===== src/rtl/core/pls_pkg.sv =====
// ----------------------------------------------------------------------------
// pls_pkg: shared types and constants for the positional list store
// Request and response words, request and status codes, per-cell control.
// ----------------------------------------------------------------------------
`default_nettype none

package pls_pkg;

  localparam int CAPACITY    = 256;
  localparam int DATA_W      = 32;
  localparam int POS_W       = 8;
  localparam int REQ_W       = 3;
  localparam int STATUS_W    = 2;
  localparam int COUNT_OUT_W = 9;
  localparam int IDX_W       = $clog2(CAPACITY);
  localparam int CNT_W       = $clog2(CAPACITY + 1);
  localparam int CMP_W       = (CNT_W > POS_W) ? CNT_W : POS_W;
  localparam int GROUP_SIZE  = 16;
  localparam int NUM_GROUPS  = (CAPACITY + GROUP_SIZE - 1) / GROUP_SIZE;

  typedef enum logic [REQ_W-1:0] {
    REQ_INS_POS  = 3'd0,
    REQ_INS_HEAD = 3'd1,
    REQ_INS_TAIL = 3'd2,
    REQ_REM_POS  = 3'd3,
    REQ_REM_HEAD = 3'd4,
    REQ_REM_TAIL = 3'd5
  } req_e;

  typedef enum logic [STATUS_W-1:0] {
    ST_OK     = 2'd0,
    ST_FULL   = 2'd1,
    ST_EMPTY  = 2'd2,
    ST_BADPOS = 2'd3
  } status_e;

  typedef enum logic [1:0] {
    S_IDLE,
    S_EXEC,
    S_MERGE
  } state_e;

  typedef struct packed {
    logic [REQ_W-1:0]  req_type;
    logic [POS_W-1:0]  position;
    logic [DATA_W-1:0] entry_data;
  } req_t;

  typedef struct packed {
    logic [DATA_W-1:0]      removed_data;
    logic [STATUS_W-1:0]    status;
    logic [COUNT_OUT_W-1:0] count_after;
  } rsp_t;

  // control broadcast to every cell of the chain
  typedef struct packed {
    logic              shift_up;
    logic              shift_down;
    logic              pick;
    logic [IDX_W-1:0]  at;
    logic [DATA_W-1:0] word;
  } cell_ctrl_t;

endpackage

`default_nettype wire


===== src/rtl/core/pls_cell.sv =====
// ----------------------------------------------------------------------------
// pls_cell: one entry of the list chain
// Holds one word; takes its left neighbor on insert, its right neighbor on
// removal, and offers its word on the pick bus when it is the removed one.
// ----------------------------------------------------------------------------
`default_nettype none

module pls_cell (
  input  wire logic                      clk_i,
  input  wire pls_pkg::cell_ctrl_t       ctrl_i,
  input  wire logic [pls_pkg::IDX_W-1:0] index_i,
  input  wire logic [pls_pkg::DATA_W-1:0] left_i,
  input  wire logic [pls_pkg::DATA_W-1:0] right_i,
  output logic [pls_pkg::DATA_W-1:0]     data_o,
  output logic [pls_pkg::DATA_W-1:0]     pick_o
);
  import pls_pkg::*;

  logic [DATA_W-1:0] data_q, data_d;
  logic              above, here;

  assign above = index_i > ctrl_i.at;
  assign here  = index_i == ctrl_i.at;

  // next word of this entry
  always_comb begin
    data_d = data_q;
    if (ctrl_i.shift_up) begin
      if (above) begin
        data_d = left_i;
      end else if (here) begin
        data_d = ctrl_i.word;
      end
    end else if (ctrl_i.shift_down) begin
      if (above || here) begin
        data_d = right_i;
      end
    end
  end

  // entry storage, no reset: never read above the count
  always_ff @(posedge clk_i) begin
    data_q <= data_d;
  end

  assign data_o = data_q;
  assign pick_o = (ctrl_i.pick && here) ? data_q : '0;

endmodule

`default_nettype wire


===== config.mk =====
export PLATFORM = sky130hd
export DESIGN_NAME = pls_cell
export DESIGN_NICKNAME = d
export VERILOG_FILES = /design/src/rtl/core/pls_pkg.sv /design/src/rtl/core/pls_cell.sv
export SDC_FILE = /design/constraint.sdc
export NUM_CORES = 1
export LEC_CHECK = 0
export BUFFER_PORTS_ARGS = -buffer_cell sky130_fd_sc_hd__buf_2
export CORE_MARGIN = 4
export CORE_UTILIZATION = 43
export CTS_CLUSTER_DIAMETER = 120
export CTS_CLUSTER_SIZE = 25
export DETAILED_ROUTE_END_ITERATION = 10
export HOLD_SLACK_MARGIN = 0.08
export PLACE_DENSITY = 0.95
export SYNTH_ARGS = -nofsm -noshare
export SYNTH_HDL_FRONTEND = slang
export SYNTH_SLANG_ARGS = --single-unit

===== constraint.sdc =====
create_clock -name clk_i -period 3.61 [get_ports clk_i]
set_clock_uncertainty 0.2 [all_clocks]
set_input_delay 0.1805 -clock clk_i [delete_from_list [all_inputs] [get_ports clk_i]]
set_output_delay 0.1805 -clock clk_i [all_outputs]
set_load 0.02 [all_outputs]

======== Word-level counts from Yosys, hierarchy flattened ========
Cells that the tools add are included.
operators by class
  mux-type cells .......................... 6
  order comparisons ....................... 1
  equality and inequality tests ........... 2
  reduce and logical (&&, ||, !) cells .... 5
operator list
  kind                                           count
  2-to-1 mux 32 bit                              6
  == test 8 bit                                  1
  greater-than comparator 8 bit                  1
  nonzero test 2 bit                             2
  != test 3 x 1 -> 1 bit, second input constant  1
  AND reduction 3 bit                            1
  logical AND 1 bit                              1
  logical OR 1 bit                               1
storage, ports and cells
  input port bits ......................... 116
  bits in registers ....................... 32

======== Logic depth before layout (Yosys ltp) ========
  depth after elaboration ................. 5
  gate-level depth with buffers ........... 8

======== Least setup slack after synthesis ========
Ideal clock, no wire load.
  kind .................................... input -> register
  start ................................... in ctrl_i[33] (netlist bit)
  end ..................................... reg data_q[0], in the netlist data_o[0], enable pin
  data arrival time ....................... 1.725 ns
  setup time .............................. 0.391 ns
  required time ........................... 3.019 ns
  path buffers ............................ 0
  setup slack ............................. 1.294 ns
  stages .................................. 6
  path through ............................ inv_1 > ha_1 > nor2b_2 > o211ai_2 > a31oi_1 > o22a_1
on the way
  longest elaborated chain between the ends .. 4
RTL lines
  element                                                                RTL line                        text
  from (decl)                                                            pls_cell.sv:10                  input wire pls_pkg::cell_ctrl_t ctrl_i,
  greater-than comparator 8 bit / == test 8 bit (equally long branches)  pls_cell.sv:22, pls_cell.sv:23
  logical OR 1 bit                                                       pls_cell.sv:35                  if (above || here) begin
  nonzero test 2 bit (no line)                                           n/a
  AND reduction 3 bit (no line) *                                        n/a
  to (signal assigned)                                                   pls_cell.sv:43                  data_q <= data_d;
  to (decl)                                                              pls_cell.sv:19                  logic [DATA_W-1:0] data_q, data_d;
Mark *: on every way between the ends. The rest lies on a longest branch, timed or not.
A chain may end at the register's enable or synchronous reset.

======== Final worst setup path ========
  start ................................... in ctrl_i[39] (netlist bit)
  end ..................................... reg data_q[20], in the netlist data_o[20] (data pin)
on the way
  longest elaborated chain between the ends .. 3
RTL lines
  element                        RTL line        text
  greater-than comparator 8 bit  pls_cell.sv:22  assign above = index_i > ctrl_i.at;
  2-to-1 mux 32 bit              pls_cell.sv:29  if (above) begin
  2-to-1 mux 32 bit              pls_cell.sv:28  if (ctrl_i.shift_up) begin
  net data_d[20]                 pls_cell.sv:19
The timed path passes the listed nets, and every way through them passes these cells.

==> implementation parameters <==
Parameter                              Value

Placed design
  PortBufs ... between 150 and 200
  Routability-driven placement congestion ratio ... 0.9448
  HPWL after detailed placement ... between 5000 and 6000 um
  Pre-CTS worst setup slack ... between 0.8 and 0.9 ns

Die
  I/O pin cnt ... 180
  Die extent in y ... around 80 um
  Std-Cell Rows ... 25
  Starting density of the core ... 0.4567
  CORE AREA ... 0.004880 mm2
  Floorplan die width ... 79.99 um
  Die ar. ... 0.006398 mm2

Timing
  Normalized max-slew margin ... 0.4722
  Setup tns final ... 0 ns
  Worst-Margin Slew ... around 0.8 ns
  Fmax ... 409.1 MHz
  Hold Fails Final Rpt ... 0
  Period utilization ... 0.6770
  Period minus WS final ... about 2.4 ns
  Setup Viol. Count Final ... 0
  Setup repair after global routing missed its margin ... no
  Fin worst setup slack ... roughly 1.2 ns
  Final Max Slew Viols ... 0

CTS
  Clk root buf ... sky130_fd_sc_hd__clkbuf_8
  Clock Path Buffers ... 2
  Htree depth ... 2
  Buffers inserted by post-CTS timing repair ... 0
  Cts bufs inserted ... 5
  CTS-repair resized insts ... 0
  TritonCTS clock tree ... yes
  Number of sinks driven by the clock tree ... 32
  Post-CTS clock slew at the launch and capture registers of the worst setup and hold paths ... around 0.060 ns

Finish
  Commonest cells after routing, fill and taps aside ... sky130_fd_sc_hd__buf_2, sky130_fd_sc_hd__a31oi_1
  Area of combinational cells with multiple inputs ... around 0.0011 mm2
  Most common cell after layout, fill and taps aside ... sky130_fd_sc_hd__buf_2
  Fill count ... 406
  Number of flip-flops under the largest register name ... 32
  Growth of design area from synthesis to finish ... 51.71%
  Total Nets Final ... 559
  Share of cells above drive strength 1 ... 0.4552
  Antenna diodes ... 0
  Seq. cell area ... 960.9 um2

Critical path
  CP arrival ... 2.23 ns
  Startpoint class of the critical path ... primary input
  Critical setup path kind ... primary input to register
  Maximum fanout count along the critical path ... 35
  Largest delay share family, worst path ... simple AND/OR/NAND/NOR gates
  CP max-delay cell ... sky130_fd_sc_hd__nor2_4
  Kind of end point of the critical path ... register
  Combined buffer and inverter count along the critical path ... 3
  Cell-by-cell trace of the critical path ... buf_2 > inv_1 > ha_1 > nand4_4 > nor2_4 > nor2b_2 > buf_4 > o21ai_0 > a31oi_1
  Req. time, crit path ... 3.40 ns
  Crit path largest cell delay ... roughly 0.57 ns

Logic synthesis
  Netlist area before placement ... 0.002228 mm2
  Post-synthesis net count ... 373
  Share of Yosys cell area claimed by the top area cell type ... 0.4312
  Synth cell types ... 22
  Async set-reset flop share out of synthesis ... 0
  Top cells by area, synth ... sky130_fd_sc_hd__edfxtp_1, sky130_fd_sc_hd__a31oi_1, sky130_fd_sc_hd__and3_1, sky130_fd_sc_hd__nand3_1, sky130_fd_sc_hd__nor2_1
  Most area-hungry cell type in the Yosys netlist ... sky130_fd_sc_hd__edfxtp_1
  Mapped Avg Cell Area ... 8.949 um2
  Flip-flop and latch count after synthesis ... 32
  Number of enable flip-flop cells after synthesis ... 32
  Cell count after synthesis ... around 250
  Sequential element share of the synthesized area ... 0.4312
  Yosys Warn Count ... 0
  Primary FF master, synth ... sky130_fd_sc_hd__edfxtp_1

Routing
  Via count ... 2,674
  WL/cell ... between 15 and 20 um
  First-pass DRT Iterations ... 4
  Vias per cell ... 5.327
  Count of unresolved DRC violations after routing ... 0
  Final ANT Viol Nets ... 0
  Number of DRC markers in iteration 0 ... approximately 150
  Total routed wirelength ... 8103 um

GRT
  Total gr overflow ... 0
  Largest net degree at the start of global routing ... 65
  Number of antenna violations at the first check in global routing ... 0
  Global routing usage summed across all routing layers ... 0.2457
  Via count of the first global-routing pass ... 2,617
  First-pass GRT wire length ... 12,190 um

Pwr
  Leakage component of the power ... 1.753 nW
  Net load switching power ... 0.3765 mW
  Combinational share of power ... 0.334
  Maximum VDD drop ... roughly 0.00021 V
  Sequential cell fraction of total power ... 0.447
  Switching Fraction ... 0.3292
  Clock Power Share ... 0.219
  Total power divided by cell area ... 338.3 mW/mm2
  Design internal power ... 0.7672 mW

Status
  Result of the run ... finished, final reports clean

Run
  Reported max-cap violation count ... 0

Hold path
  Hold/Removal Path Class ... primary input to register
[synthesized netlist by cell type, types with 2 or more instances]
cell	count
sky130_fd_sc_hd__buf_6	6
sky130_fd_sc_hd__edfxtp_1	32
sky130_fd_sc_hd__nand3_1	32
sky130_fd_sc_hd__a21oi_1	3
sky130_fd_sc_hd__nor2_1	32
sky130_fd_sc_hd__nor2b_2	2
sky130_fd_sc_hd__and3_1	32
sky130_fd_sc_hd__o21ai_1	11
sky130_fd_sc_hd__o21ai_0	23
sky130_fd_sc_hd__ha_1	8
sky130_fd_sc_hd__buf_2	6
sky130_fd_sc_hd__inv_1	8
sky130_fd_sc_hd__clkbuf_1	13
sky130_fd_sc_hd__a31oi_1	33
[through the flow]
step / area [um2] / instances / utilization / total power, mW / hold slack, ns
floorplan: 2228 / 249 / - / 0.7308 / 0.2298
global placement: 3103 / 475 / 0.6359 / 0.8690 / 0.3294
detailed placement: 3103 / 475 / 0.6359 / 0.8815 / 0.3296
CTS: 3381 / 502 / 0.6928 / 1.149 / 0.08078
global route: 3381 / 502 / 0.6928 / 1.210 / 0.08291
finish: 3381 / 502 / 0.6928 / 1.144 / 0.08389
[metal layers]
layer  wire length [um]  part of all wire  vias to the layer above  global-route usage
met2               4386              0.54                      151              0.4843
met4                151             0.019                        0             0.08277
li1                   -                 -                     1305                   -
met3                725             0.089                       14             0.05192
met5                  0                 0                        -                   0
met1               2839              0.35                     1204              0.2505
[power by group through the flow]
stage / sequential (mW) / clock (mW) / combinational, mW
2_1_floorplan: 0.590 / 0 / 0.141
3_3_place_gp: 0.515 / 0 / 0.354
3_5_place_dp: 0.518 / 0 / 0.363
4_1_cts: 0.510 / 0.257 / 0.381
5_1_grt: 0.518 / 0.276 / 0.416
6_report: 0.511 / 0.251 / 0.382
[area by class of cell]
type                       count  share of cell area
sequential                    32              0.2842
clock inverter                 1            0.001480
tap                           67             0.02480
timing repair buffer         204              0.3353
multi-input combinational    184              0.3238
clock buffer                   6             0.02147
inverter                       8            0.008882
[logic make-up (layout without fill, tap and decap cells)]
| group | Yosys count | in the layout | synth area share |
|---|---|---|---|
| DFF | 32 | 32 | 0.4312 |
| adders and majority gates | 8 | 8 | 0.04492 |
| AOI/OAI and AO/OA | 74 | 74 | 0.2021 |
| buffers and inverters | 33 | 219 | 0.07917 |
| and+or+nand+nor | 102 | 102 | 0.2426 |
[timing repair]
item | CTS | global route
hold buffers | 20 | 0
endpoints found under the setup margin | 0 | 0
endpoints found under the hold margin | 20 | 0
[worst paths after layout]
path                        start         end  slack (ns)  depth (start not counted)
worst max-delay path   ctrl_i[39]  data_o[20]        1.17                          9
worst min-delay path  right_i[23]  data_o[23]        0.08                          3
(Power assumes the default switching activity.)
